===== src/hw/rtl/pfx_pkg.sv =====
// shared types, mode codes and helpers for the rgb24 pixel effect stream
package pfx_pkg;

	typedef struct packed {
		logic [7:0] red;
		logic [7:0] green;
		logic [7:0] blue;
	} pixel_t;

	// effect mode codes
	localparam logic [3:0] MODE_NONE      = 4'd0;
	localparam logic [3:0] MODE_RED       = 4'd1;
	localparam logic [3:0] MODE_GREEN     = 4'd2;
	localparam logic [3:0] MODE_BLUE      = 4'd3;
	localparam logic [3:0] MODE_DARKEN    = 4'd4;
	localparam logic [3:0] MODE_INVERT    = 4'd5;
	localparam logic [3:0] MODE_POSTERIZE = 4'd6;
	localparam logic [3:0] MODE_BLUR      = 4'd7;
	localparam logic [3:0] MODE_GREY      = 4'd8;
	localparam logic [3:0] MODE_EMBOSS    = 4'd9;

	localparam logic [3:0] MODE_RESET = MODE_RED;

	localparam logic [7:0] INVERT_MASK    = 8'hff;
	localparam logic [7:0] POSTERIZE_MASK = 8'he0;
	localparam logic [7:0] EMBOSS_MID     = 8'd128;

	// up to three results per transaction, emitted in order
	typedef struct packed {
		pixel_t [2:0] ent;
		logic [1:0]   n;
		logic         row_end;
	} res_list_t;

	function automatic logic [7:0] grey_of(input pixel_t p);
		logic [8:0] s;
		begin
			s = {1'b0, p.red} + {1'b0, p.green};
			grey_of = s[8:1];
		end
	endfunction

endpackage


===== src/hw/rtl/pfx_effect.sv =====
// pointwise effects: channel select, darken, invert, posterize, grey and emboss
module pfx_effect (
	input  logic [3:0]     mode,
	input  pfx_pkg::pixel_t pix,
	input  logic           mid_row,
	input  logic [7:0]     prev_grey,
	output pfx_pkg::pixel_t res
);

	logic [7:0] grey;
	logic signed [9:0] diff;
	logic [7:0] emb;

	assign grey = pfx_pkg::grey_of(pix);
	assign diff = $signed({2'b00, grey}) - $signed({2'b00, prev_grey});

	// clamp to -127..127 then bias by 128; the first pixel of a row gives 128
	always_comb begin
		if (!mid_row) begin
			emb = pfx_pkg::EMBOSS_MID;
		end else if (diff > 10'sd127) begin
			emb = 8'd255;
		end else if (diff < -10'sd127) begin
			emb = 8'd1;
		end else begin
			emb = diff[7:0] ^ pfx_pkg::EMBOSS_MID;
		end
	end

	always_comb begin
		case (mode)
			pfx_pkg::MODE_RED:       res = '{red: pix.red, green: 8'd0, blue: 8'd0};
			pfx_pkg::MODE_GREEN:     res = '{red: 8'd0, green: pix.green, blue: 8'd0};
			pfx_pkg::MODE_BLUE:      res = '{red: 8'd0, green: 8'd0, blue: pix.blue};
			pfx_pkg::MODE_DARKEN:    res = '{red: pix.red >> 1, green: pix.green >> 1,
				blue: pix.blue >> 1};
			pfx_pkg::MODE_INVERT:    res = '{red: pix.red ^ pfx_pkg::INVERT_MASK,
				green: pix.green ^ pfx_pkg::INVERT_MASK, blue: pix.blue ^ pfx_pkg::INVERT_MASK};
			pfx_pkg::MODE_POSTERIZE: res = '{red: pix.red & pfx_pkg::POSTERIZE_MASK,
				green: pix.green & pfx_pkg::POSTERIZE_MASK,
				blue: pix.blue & pfx_pkg::POSTERIZE_MASK};
			pfx_pkg::MODE_GREY:      res = '{red: grey, green: grey, blue: grey};
			pfx_pkg::MODE_EMBOSS:    res = '{red: emb, green: emb, blue: emb};
			default:                 res = pix;
		endcase
	end

endmodule


===== src/hw/rtl/pfx_hold.sv =====
// blur hold pixels and the per-transaction result list
module pfx_hold (
	input  logic              clk,
	input  logic              arst_n,
	input  logic [3:0]        mode,
	input  pfx_pkg::pixel_t   pix,
	input  logic              last,
	input  pfx_pkg::pixel_t   res,
	input  logic              adv,
	output pfx_pkg::res_list_t list
);

	pfx_pkg::pixel_t h0_q, h1_q;
	logic [1:0] cnt_q;
	logic blur;

	assign blur = (mode == pfx_pkg::MODE_BLUR);

	function automatic pfx_pkg::pixel_t avg(input pfx_pkg::pixel_t a, input pfx_pkg::pixel_t b);
		logic [8:0] sr, sg, sb;
		begin
			sr = {1'b0, a.red} + {1'b0, b.red};
			sg = {1'b0, a.green} + {1'b0, b.green};
			sb = {1'b0, a.blue} + {1'b0, b.blue};
			avg = '{red: sr[8:1], green: sg[8:1], blue: sb[8:1]};
		end
	endfunction

	always_comb begin
		list.ent     = {3{pix}};
		list.n       = 2'd0;
		list.row_end = last;
		if (blur) begin
			case (cnt_q)
				2'd2: begin
					list.ent[0] = avg(h0_q, pix);
					list.ent[1] = h1_q;
					list.ent[2] = pix;
					list.n      = last ? 2'd3 : 2'd1;
				end
				2'd1: begin
					list.ent[0] = h0_q;
					list.ent[1] = pix;
					list.n      = last ? 2'd2 : 2'd0;
				end
				default: begin
					list.ent[0] = pix;
					list.n      = last ? 2'd1 : 2'd0;
				end
			endcase
		end else begin
			// any held pixels drain unchanged ahead of this result
			case (cnt_q)
				2'd2: begin
					list.ent[0] = h0_q;
					list.ent[1] = h1_q;
					list.ent[2] = res;
					list.n      = 2'd3;
				end
				2'd1: begin
					list.ent[0] = h0_q;
					list.ent[1] = res;
					list.n      = 2'd2;
				end
				default: begin
					list.ent[0] = res;
					list.n      = 2'd1;
				end
			endcase
		end
	end

	always_ff @(posedge clk or negedge arst_n) begin
		if (!arst_n) begin
			cnt_q <= 2'd0;
			h0_q  <= '0;
			h1_q  <= '0;
		end else if (adv) begin
			if (!blur) begin
				cnt_q <= 2'd0;
			end else if (cnt_q == 2'd2) begin
				h0_q  <= h1_q;
				h1_q  <= pix;
				cnt_q <= last ? 2'd0 : 2'd2;
			end else begin
				if (cnt_q[0]) begin
					h1_q <= pix;
				end else begin
					h0_q <= pix;
				end
				cnt_q <= last ? 2'd0 : cnt_q + 2'd1;
			end
		end
	end

	a_cnt_range: assert property (@(posedge clk) disable iff (!arst_n)
		cnt_q != 2'd3)
		else $error("hold count out of range");

	a_nonblur_drains: assert property (@(posedge clk) disable iff (!arst_n)
		adv && !blur |=> cnt_q == 2'd0)
		else $error("hold not emptied outside blur");

	a_last_drains: assert property (@(posedge clk) disable iff (!arst_n)
		adv && last |=> cnt_q == 2'd0)
		else $error("hold not emptied at row end");

endmodule


===== src/hw/rtl/rgb24_pixel_effect_stream.sv =====
// top level of the rgb24 pixel effect stream
// One pixel enters per transaction into an input register; the selected effect is applied by
// short logic after that register and the result lands in an output register, so one pixel
// per clock flows through while the input is not stalled. Each pixel gives one result, except
// in blur, where the first two pixels of a row are held back (no result) and the row-end
// pixel flushes the held pixels and itself: up to three results, one per cycle while out_stall
// is low, with the input stalled during the extra cycles. Leaving blur with pixels held emits
// them unchanged ahead of the next pixel's result. run_last marks the final result of each
// input transaction and row_end_out the final pixel of a row. effect_mode resets to red only
// and may be written only while the block is idle; codes above nine act as pass-through.
module rgb24_pixel_effect_stream (
	input  logic       clk,
	input  logic       arst_n,
	input  logic       cfg_wr_en,
	input  logic [3:0] cfg_wr_data,
	input  logic       in_valid,
	output logic       in_stall,
	input  logic [7:0] pix_red,
	input  logic [7:0] pix_green,
	input  logic [7:0] pix_blue,
	input  logic       row_last_in,
	output logic       out_valid,
	input  logic       out_stall,
	output logic [7:0] res_red,
	output logic [7:0] res_green,
	output logic [7:0] res_blue,
	output logic       row_end_out,
	output logic       run_last
);

	logic [3:0] mode_q;
	logic [7:0] prev_grey_q;
	logic       mid_row_q;

	// input register
	logic            valid_s1;
	pfx_pkg::pixel_t pix_s1;
	logic            last_s1;

	// output register
	logic            out_valid_q;
	pfx_pkg::pixel_t res_q;
	logic            row_end_q;
	logic            run_last_q;

	logic [1:0]         idx_q;
	pfx_pkg::pixel_t    pt_res;
	pfx_pkg::res_list_t list;
	pfx_pkg::pixel_t    ent_sel;
	logic               slot_free;
	logic               emit;
	logic               final_ent;
	logic               retire;
	logic               in_take;

	// config register
	always_ff @(posedge clk or negedge arst_n) begin
		if (!arst_n) begin
			mode_q <= pfx_pkg::MODE_RESET;
		end else if (cfg_wr_en) begin
			mode_q <= cfg_wr_data;
		end
	end

	pfx_effect u_effect (
		.mode      (mode_q),
		.pix       (pix_s1),
		.mid_row   (mid_row_q),
		.prev_grey (prev_grey_q),
		.res       (pt_res)
	);

	pfx_hold u_hold (
		.clk    (clk),
		.arst_n (arst_n),
		.mode   (mode_q),
		.pix    (pix_s1),
		.last   (last_s1),
		.res    (pt_res),
		.adv    (retire),
		.list   (list)
	);

	// output slot frees when empty or being taken this cycle
	assign slot_free = !out_valid_q || !out_stall;
	assign final_ent = (idx_q == list.n - 2'd1);
	assign emit      = valid_s1 && (list.n != 2'd0) && slot_free;
	// item leaves s1 after its last result, or at once when it gives none
	assign retire    = valid_s1 && ((list.n == 2'd0) || (emit && final_ent));
	assign in_stall  = valid_s1 && !retire;
	assign in_take   = in_valid && !in_stall;

	always_comb begin
		case (idx_q)
			2'd1:    ent_sel = list.ent[1];
			2'd2:    ent_sel = list.ent[2];
			default: ent_sel = list.ent[0];
		endcase
	end

	always_ff @(posedge clk or negedge arst_n) begin
		if (!arst_n) begin
			valid_s1 <= 1'b0;
		end else if (in_take) begin
			valid_s1 <= 1'b1;
		end else if (retire) begin
			valid_s1 <= 1'b0;
		end
	end

	always_ff @(posedge clk) begin
		if (in_take) begin
			pix_s1  <= '{red: pix_red, green: pix_green, blue: pix_blue};
			last_s1 <= row_last_in;
		end
	end

	// per-pixel state advances when the item retires
	always_ff @(posedge clk or negedge arst_n) begin
		if (!arst_n) begin
			prev_grey_q <= 8'd0;
			mid_row_q   <= 1'b0;
		end else if (retire) begin
			prev_grey_q <= pfx_pkg::grey_of(pix_s1);
			mid_row_q   <= !last_s1;
		end
	end

	// result index within the current transaction
	always_ff @(posedge clk or negedge arst_n) begin
		if (!arst_n) begin
			idx_q <= 2'd0;
		end else if (retire) begin
			idx_q <= 2'd0;
		end else if (emit) begin
			idx_q <= idx_q + 2'd1;
		end
	end

	always_ff @(posedge clk or negedge arst_n) begin
		if (!arst_n) begin
			out_valid_q <= 1'b0;
		end else if (emit) begin
			out_valid_q <= 1'b1;
		end else if (!out_stall) begin
			out_valid_q <= 1'b0;
		end
	end

	always_ff @(posedge clk) begin
		if (emit) begin
			res_q      <= ent_sel;
			run_last_q <= final_ent;
			row_end_q  <= final_ent && list.row_end;
		end
	end

	assign out_valid   = out_valid_q;
	assign res_red     = res_q.red;
	assign res_green   = res_q.green;
	assign res_blue    = res_q.blue;
	assign row_end_out = row_end_q;
	assign run_last    = run_last_q;

	a_idx_bound: assert property (@(posedge clk) disable iff (!arst_n)
		valid_s1 && list.n != 2'd0 |-> idx_q < list.n)
		else $error("result index past list length");

	a_idle_idx: assert property (@(posedge clk) disable iff (!arst_n)
		!valid_s1 |-> idx_q == 2'd0)
		else $error("result index nonzero with no item");

	a_retire_idx: assert property (@(posedge clk) disable iff (!arst_n)
		retire |=> idx_q == 2'd0)
		else $error("result index not cleared after retire");

	a_row_end_last: assert property (@(posedge clk) disable iff (!arst_n)
		out_valid_q && row_end_q |-> run_last_q)
		else $error("row end on a result that is not the last of its transaction");

endmodule

===== config.mk =====
export PLATFORM = sky130hd
export DESIGN_NAME = rgb24_pixel_effect_stream
export DESIGN_NICKNAME = d
export VERILOG_FILES = /design/src/hw/rtl/pfx_pkg.sv /design/src/hw/rtl/pfx_effect.sv /design/src/hw/rtl/pfx_hold.sv /design/src/hw/rtl/rgb24_pixel_effect_stream.sv
export SDC_FILE = /design/constraint.sdc
export NUM_CORES = 1
export LEC_CHECK = 0
export BUFFER_PORTS_ARGS = -buffer_cell sky130_fd_sc_hd__buf_2
export CAP_MARGIN = 30
export CORE_ASPECT_RATIO = 0.5
export CORE_UTILIZATION = 45
export DETAILED_ROUTE_END_ITERATION = 8
export PLACE_DENSITY = 0.61
export SLEW_MARGIN = 20
export SYNTH_ARGS = -nofsm -noshare
export SYNTH_HDL_FRONTEND = slang
export SYNTH_SLANG_ARGS = --single-unit

===== constraint.sdc =====
create_clock -name clk -period 5.25 [get_ports clk]
set_input_delay 0.525 -clock clk [delete_from_list [all_inputs] [get_ports clk]]
set_output_delay 0.525 -clock clk [all_outputs]
set_load 0.02 [all_outputs]

# ---- After elaboration in Yosys (flattened, before gate mapping)
# Index checks and enable logic that the tools add are counted.
dict set report op_classes {
  addsub 8
  magnitude_cmp 2
  n_eq_ne 16
  n_mux 28
  n_bitwise 4
  n_reduce_logical 21
}
# operator n
set op_table {}
lappend op_table {{$pmux 24 s8} 1}
lappend op_table {{$mux 24} 6}
lappend op_table {{$pmux 26 s2} 2}
lappend op_table {{$pmux 24 s2} 2}
lappend op_table {{$mux 74} 1}
lappend op_table {{$add 8x8->9} 4}
lappend op_table {{$mux 8} 3}
lappend op_table {{$not 8->8} 3}
lappend op_table {{$eq 4x3->1 const B} 4}
lappend op_table {{$mux 2} 8}
lappend op_table {{$gt 10x8->1 const B} 1}
lappend op_table {{$lt 10x8->1 const B} 1}
lappend op_table {{$sub 8x8->9} 1}
lappend op_table {{$eq 4x2->1 const B} 2}
lappend op_table {{$eq 4x4->1 const B} 2}
lappend op_table {{$reduce_bool 2->1} 4}
lappend op_table {{$logic_and 1x1->1} 7}
lappend op_table {{$reduce_and 3->1} 2}
lappend op_table {{$logic_not 1->1} 5}
lappend op_table {{$mux 1} 5}
lappend op_table {{$add 2x1->2 const B} 2}
lappend op_table {{$eq 2x1->1 const B} 2}
lappend op_table {{$eq 2x2->1 const B} 2}
lappend op_table {{$eq 4x1->1 const B} 1}
lappend op_table {{7 further kinds} 8}
dict set report totals {
  register_bits 118
  in_bits 34
  output_inout_bits 28
  wordCells 101
}

# ---- Longest topological paths before layout
# Gate-level depths: netlist of the first run.
dict set report logic_depth {
  depth_word 20
  ltp_mapped 18
  ltp_nobuf 16
}

# ---- Cells and area by module
# Synthesis of the first run repeated with hierarchy kept, for this count alone.
dict set report hier_totals {
  hier_cells 1056
  area_unflattened_um2 9567.9
}
# module n_inst cells_each area_each_um2 seq_area_each_um2
set by_module_without_submodules {}
lappend by_module_without_submodules {pfx_hold 1 527 4613.2 1251.2}
lappend by_module_without_submodules {rgb24_pixel_effect_stream 1 230 3006.6 1958.1}
lappend by_module_without_submodules {pfx_effect 1 299 1948.1 0.0}

# ---- Worst setup path after synthesis of the first run
# No wires, ideal clock.
dict set report synth_timing {
  path_kind {register to register}
  start {register pix_s1[8] (netlist name)}
  end {register res_q, in the netlist res_blue[0] (data pin)}
  setup_time_ps 268
  arrival_time_ps 3683
  required_ps 4982
  slack_ps 1299
  stages_incl_launch_ff 18
  n_path_buf 1
  synth_period_minus_slack_ps 3951
  cell_sequence {edfxtp_1 -> clkbuf_1 -> and2_1 -> fa_1 -> a21o_1 -> a211oi_1 -> nor2_1 -> nor2_1 -> xnor2_1 -> ha_1 -> a21oi_2 -> mux2i_1 -> o21ai_0 -> or3b_2 -> a32oi_1 -> a21oi_1 -> o41ai_1 -> a21oi_1}
}
# element line
set synth_lines {}
lappend synth_lines {{start: declaration} rgb24_pixel_effect_stream.sv:37} ;# pfx_pkg::pixel_t pix_s1;
lappend synth_lines {{start signal: assignment} rgb24_pixel_effect_stream.sv:113} ;# pix_s1 <= '{red: pix_red, green: pix_green, blue: pix_blue};
lappend synth_lines {{end signal: assignment} rgb24_pixel_effect_stream.sv:152} ;# res_q <= ent_sel;
lappend synth_lines {{end: declaration} rgb24_pixel_effect_stream.sv:42} ;# pfx_pkg::pixel_t res_q;

==> results.toml, run 1 <==
[yosys]
synth_top_area_cell = "dfrtp_1"
syn_nets = 1215
yosys_register_bits = 118
synth_area_leaders = "dfrtp_1 (17%), edfxtp_1 (16%), nand2_1 (6.0%), mux2_2 (5.8%), o21ai_0 (5.7%)"
yosysWarnings = 0
synth_edf_count = 51
ys_seq_area_share_pct = 33.5
synth.top_cell.area_share_pct = 17.2
synthCells = 1134
synthesis.area_sq_um = 9590
ys_async_sr_fraction_pct = 56.8
syn_avg_cell_area_sq_um = 8.46
synth_cell_types = 78
ys.flop_type = "dfrtp_1"

[setup_path]
critPathTopFamily = "compound AO/OA/AOI/OAI gates"
r2r-end = "res_blue[0]"
end_kind = "register"
startpoint_type = "register"
slowest_delay_ns = 0.60
path_cells = "ha_1 > nand3_1 > a21oi_1 > nor2_1 > a211o_1 > ha_1 > a21oi_2 > mux2i_1 > o21ai_0 > or3b_2 > a32oi_1 > buf_4 > a21oi_1 > o41ai_1 > a21oi_1"
crit_arrival_ns = 4.89
timing.rr.start = "pix_s1[13]"
worstPathBufferInverterCount = 1
reg2reg_depth = 15
required_ns = 5.41
ff2ff_setup_slack_ns = 0.52
crit_type = "reg -> reg"
cp_max_fo = 11
cpMostUsedCell = "a21oi_1"
critPathSlowestCell = "edfxtp_1"

[cells_and_area]
finalNetCount = 1251
syn_to_final_growth_pct = 12.7
n_antenna_cell = 0
final_common_cell = "nand2_1"
multi_input_area_sq_um = 5850
n_fill_cell = 1925
final_cell_mix = "nand2_1 (154), o21ai_0 (109), a21oi_1 (96)"
final_area_sq_um = 10800
stdcell_count = 1456
drive_gt1_share_pct = 18.9
register_area_sq_um = 3210

[clock_tree]
clock_sinks = 118
clock_path_buffers = 2
clock_latency_ns = 0.45
cts_setup_buffers = 0
root_buffer = "clkbuf_16"
clock_tree.htree_level_count = 4
clkTransAtPathRegs_ns = 0.06
cts_tree = "done"
cts_made_buffers = 17

[floorplanning]
core_area_sq_um = 20700
die_h_um = 105
start_util_pct = 46.3
num_rows = 37
die_w_um = 208
die_area_sq_um = 21900
ios = 62

[global_route]
grt_max_degree = 60
overflow = 0
grt_pass1_wl_um = 54800
antenna_found_initial = 0
grt_pass1_vias = 8868
track_usage_pct = 33.9

[sta]
setup_ws_ns = 0.519
relSlewSlack_pct = 26.5
layout_min_cycle_time_ns = 4.73
skew_ns = 0.0123
fin_tns_setup_ns = 0
period_share_pct = 90.1
slew_viol_final = 0
fmax_mhz = 211
rsz0062_at_grt = "false"
setup_viol = 0
tightestPinTransition_ns = 1.10
final-hold-violation-count = 0

[worst_hold_path]
min_path_cells = 1
hold-path-endpoint = "pix_s1[18]"
min_path_type = "in -> reg"
min_from = "pix_red[2]"

[placed_design]
gp_congestion = 0.964
dpl_worst_slack_ns = 0.645
dpl_cell_area_sq_um = 10200
dp.cells = 1423
hpwlAfterDp_um = 25300
io_buffers = 61

[route]
route.layer.met1.wl_um = 16000
drt_iter0_drc = 1312
drcViolationCount = 0
wl_met2_um = 14300
wl_met3_um = 5220
ant_nets = 0
vias = 9508
wl_per_cell_um = 24.9
viasPerCell = 6.53
highest_layer = "met4"
routed_wl_um = 36300
drt-pass1-iter-count = 6

[run]
cap_violations = 0

[outcome]
status = "complete, no violations"

[power_and_ir_drop]
p_per_area_nw_per_um2 = 704
peakVddDrop_mv = 0.370
power.leakage_nw = 4.42
synth_stat cells, drive strengths merged (13+ instances only):
| library cell | instances |
|---|---|
| buf | 27 |
| a211oi | 16 |
| ha | 42 |
| o211ai | 16 |
| dfrtp | 66 |
| xnor2 | 17 |
| edfxtp | 51 |
| nand2 | 154 |
| nor2 | 76 |
| and2 | 14 |
| a21oi | 97 |
| o221a | 18 |
| clkbuf | 64 |
| mux2 | 49 |
| a221oi | 20 |
| nor3 | 16 |
| nor2b | 13 |
| a22oi | 21 |
| nand3 | 14 |
| inv | 43 |
| o21ai | 111 |
worst max-delay path by stage:
stage / cells past startpoint / endpoint / startpoint
3_3_place_gp: 15 / res_blue[0] / pix_s1[13]
3_5_place_dp: 15 / res_blue[0] / pix_s1[13]
2_1_floorplan: 17 / res_blue[0] / pix_s1[8]
5_1_grt: 15 / res_blue[0] / pix_s1[13]
4_1_cts: 15 / res_blue[0] / pix_s1[13]
6_report: 15 / res_blue[0] / pix_s1[13]
metrics by stage:
step | utilization [%] | power, mW | hold slack, ns
3_3_place_gp | 49.4 | 6.21 | 0.445
6_report | 52.2 | 7.60 | 0.252
2_1_floorplan | - | 4.89 | 0.229
4_1_cts | 52.2 | 7.48 | 0.232
3_5_place_dp | 49.4 | 6.28 | 0.454
5_1_grt | 52.2 | 8.06 | 0.240
per-layer routing:
metal  GRT usage, %  up-vias
met4           11.0        0
met1           48.8     4580
met5              0        -
li1               -     4304
met2           45.6      559
met3           13.3       65
power by group:
group / total [mW] / switching (mW) / internal [mW]
logic: 4.69 / 2.91 / 1.78
registers: 1.74 / 0.349 / 1.39
clock network: 1.17 / 0.448 / 0.727
timing repair:
item,4_1_cts,5_1_grt
gates resized for setup,0,0
endpoints found under the setup margin,0,0
hold buffers,1,0
hold endpoints to repair,21,0
state kept, by name, indices dropped and copies added (netlist names):
| signal | cells |
|---|---|
| u_hold.cnt_q | 2 |
| res_green | 8 |
| res_blue | 8 |
| res_red | 8 |
| u_hold.h1_q | 24 |
| pix_s1 | 24 |
| mode_q | 4 |
| prev_grey_q | 8 |
| valid_s1 | 1 |
| out_valid | 1 |
| row_end_out | 1 |
| mid_row_q | 1 |
| idx_q | 2 |
| last_s1 | 1 |
| run_last | 1 |
| u_hold.h0_q | 24 |
layout make-up:
cell class              instances  area share (%)
clock buffers                  22            4.39
clock inverters                10           0.961
inverters                      44            1.53
multi-input cells             881            54.1
flip-flops and latches        118            29.7
well taps                     273            3.16
repair buffers                108            6.14
worst reg2reg max path: cells and delay by family (launching register included):
family,cells,cell delay [ns]
buffers and inverters,1,0.23
muxes,1,0.20
adders and majority gates,2,0.83
and+or+nand+nor,3,0.67
DFF,1,0.60
AOI/OAI and AO/OA,8,1.90
cells by family after synthesis:
| group | count (synthesis) | share of synthesized area, % |
|---|---|---|
| DFF | 118 | 33.5 |
| AOI/OAI and AO/OA | 419 | 29.4 |
| xor gates and xnor gates | 25 | 2.28 |
| adders and majority gates | 47 | 6.52 |
| and+or+nand+nor | 329 | 15.6 |
| buffers and inverters | 135 | 5.69 |
| muxes | 61 | 7.01 |
(Power assumes the default switching activity.)
==> inputs of run 2 (changes only) <==
Settings changed: SYNTH_HIERARCHICAL from default to 1.
==> run 2 against run 1 <==
Combinational power increased by 4%. Routed wire length decreased by 3.6%. Register-to-register slack got worse by 0.17 ns. Core utilization decreased by 0.18 points. Total power increased by 2.7%. Sequential share of layout area increased by 0.10 points. Clock power decreased by 9%. Final area decreased by 0.35%. Synthesized area decreased by 0.23%. Non-clock buffer count decreased by 8. Critical path depth increased by 3. Worst setup slack got worse by 0.17 ns. Critical path type unchanged. Largest cell class unchanged. Highest routed layer is now met5.
==> results.toml, run 2 <==
[sta]
skew_ns = 0.00890
period_share_pct = 93.3
fin_tns_setup_ns = 0
setup_viol = 0
rsz0062_at_grt = "false"
tightestPinTransition_ns = 0.995
final-hold-violation-count = 0
relSlewSlack_pct = 33.6
layout_min_cycle_time_ns = 4.90
slew_viol_final = 0
fmax_mhz = 204

[global_route]
grt_max_degree = 49
grt_pass1_vias = 8818
overflow = 0
antenna_found_initial = 2
grt_pass1_wl_um = 53600
track_usage_pct = 32.9

[yosys]
synthesis.area_sq_um = 9570
ys.flop_type = "dfrtp_1"
syn_nets = 1145
post-synth-top-count-cell = "nand2_1"
ys_seq_area_share_pct = 33.5
synth_area_leaders = "dfrtp_1 (17%), edfxtp_1 (16%), ha_1 (6.4%), mux2_2 (5.8%), o21ai_0 (4.8%)"
synthCells = 1056
synth_edf_count = 51
synth.top_cell.area_share_pct = 17.3
syn_avg_cell_area_sq_um = 9.06
synth_common_cells = "nand2_1 (119), o21ai_0 (91), dfrtp_1 (66)"
synth_cell_types = 87
ys_async_sr_fraction_pct = 56.8
yosysWarnings = 6
yosys_register_bits = 118
synth_top_area_cell = "dfrtp_1"

[cells_and_area]
reg_top3 = "pix_s1: 24 flops, u_hold/h0_q: 24 flops, u_hold/h1_q: 24 flops"
n_antenna_cell = 0
finalNetCount = 1196
multi_input_area_sq_um = 5810
final_common_cell = "nand2_1"
register_area_sq_um = 3210
syn_to_final_growth_pct = 12.5
drive_gt1_share_pct = 18.8
final_cell_mix = "nand2_1 (119), o21ai_0 (89), dfrtp_1 (66)"
n_fill_cell = 1889
final_util_pct = 52.0

[outcome]
status = "complete, no violations"

[route]
routed_wl_um = 35000
drcViolationCount = 0
ant_nets = 0
vias = 9283
drt_iter0_drc = 1034
wl_per_cell_um = 25.1
drt-pass1-iter-count = 7
viasPerCell = 6.66

[setup_path]
ff2ff_setup_slack_ns = 0.35
path_cells = "inv_1 > fa_1 > nor2b_1 > o21ai_0 > a21boi_1 > o221ai_1 > and2_1 > ha_1 > o21a_1 > and3_1 > a221oi_2 > nand2_1 > o211ai_1 > o21ai_1 > a222oi_1 > inv_1 > a22oi_1 > o21ai_0"
crit_arrival_ns = 5.04
end_kind = "register"
crit_type = "reg -> reg"
required_ns = 5.39
cp_max_fo = 6
r2r-end = "res_blue[4]"
slowest_delay_ns = 0.47
startpoint_type = "register"
timing.rr.start = "pix_s1[9]"
critPathSlowestCell = "fa_1"
reg2reg_depth = 18

[floorplanning]
core_area_sq_um = 20700
start_util_pct = 46.2
die_w_um = 208
num_rows = 37
die_h_um = 105
ios = 62
die_area_sq_um = 21900

[clock_tree]
hold_buffers = 0
clock_path_buffers = 2
cts_tree = "done"
cts_made_buffers = 17
root_buffer = "clkbuf_16"
clock_sinks = 118
clock_tree.htree_level_count = 4
clkTransAtPathRegs_ns = 0.05
clock_latency_ns = 0.44

[placed_design]
hpwlAfterDp_um = 24300
gp_congestion = 0.980
io_buffers = 61

[power_and_ir_drop]
p_per_area_nw_per_um2 = 725
peakVddDrop_mv = 0.339
power_mw = 7.81
power.leakage_nw = 4.58

[worst_hold_path]
min_path_type = "in -> async"

[run]
cap_violations = 0
run 2: cell count changes after synthesis, sizes merged, moves of 18 or more:
cell,previous run,this run
a21oi,97,48
nand2,154,119
nor2,76,42
clkbuf,64,38
inv,43,68
a222oi,0,24
a221oi,20,38
a22oi,21,39
mux2i,12,30
run 2: cell type report:
type                    count  share of cell area (%)
clock buffers              28                    4.63
clock inverters             4                   0.198
inverters                  68                    2.39
multi-input cells         802                    54.0
flip-flops and latches    118                    29.8
well taps                 273                    3.17
repair buffers            100                    5.83
run 2: per-layer routing:
metal / vias to the layer above / global-route usage (%) / share of wire, %
li1: 4149 / - / -
met1: 4567 / 46.8 / 45
met2: 500 / 47.8 / 42
met3: 65 / 10.0 / 11
met4: 2 / 9.58 / 2.0
met5: - / 0 / 0.037
run 2: how the worst max path moves through the flow:
stage                         start           to  slack [ns]  depth (start not counted)
CTS                       pix_s1[9]  res_blue[4]        0.13                         18
global route              pix_s1[9]  res_blue[5]        0.03                         20
global placement          pix_s1[9]  res_blue[4]        0.22                         18
finish                    pix_s1[9]  res_blue[4]        0.35                         18
floorplan           u_hold/cnt_q[0]      last_s1        0.38                         14
detailed placement        pix_s1[9]  res_blue[4]        0.20                         18
run 2: kinds of logic after synthesis:
kind of cell / after synthesis / synth area share [%]
AND/OR/NAND/NOR: 270 / 13.5
multiplexers: 80 / 9.06
buffers and inverters: 136 / 5.98
flip-flops: 118 / 33.5
XOR/XNOR: 18 / 1.65
AO/OA/AOI/OAI: 379 / 28.6
adder cells (fa/ha/maj): 55 / 7.66
run 2: critical path, delay by kind of cell, from the launching register on:
family	cells	cell delay [ns]
AND/OR/NAND/NOR	4	0.73
AO/OA/AOI/OAI	10	2.57
adder cells (fa/ha/maj)	2	0.82
flip-flops	1	0.34
buffers and inverters	2	0.15
run 2: report_power, final:
| part | leakage, nW | internal [mW] | total, mW | switching, mW |
|---|---|---|---|---|
| sequential | 1.37 | 1.47 | 1.86 | 0.392 |
| combinational | 2.96 | 1.80 | 4.87 | 3.07 |
| clock | 0.249 | 0.640 | 1.07 | 0.433 |
| total | 4.58 | 3.91 | 7.81 | 3.90 |
run 2: repair_timing:
action | CTS | global route
resized for setup | 0 | 5
setup endpoints to repair | 0 | 16
buffers inserted | 0 | 1
run 2: metrics by stage:
step | cells | hold slack (ns) | cell area [sq um] | setup WS, ns
after floorplan | 1056 | 0.229 | 9570 | 0.382
after global placement | 1358 | 0.466 | 10200 | 0.220
after detailed placement | 1360 | 0.483 | 10200 | 0.205
after CTS | 1392 | 0.0233 | 10700 | 0.133
after global routing | 1393 | 0.0331 | 10800 | 0.0254
final | 1393 | 0.0224 | 10800 | 0.351
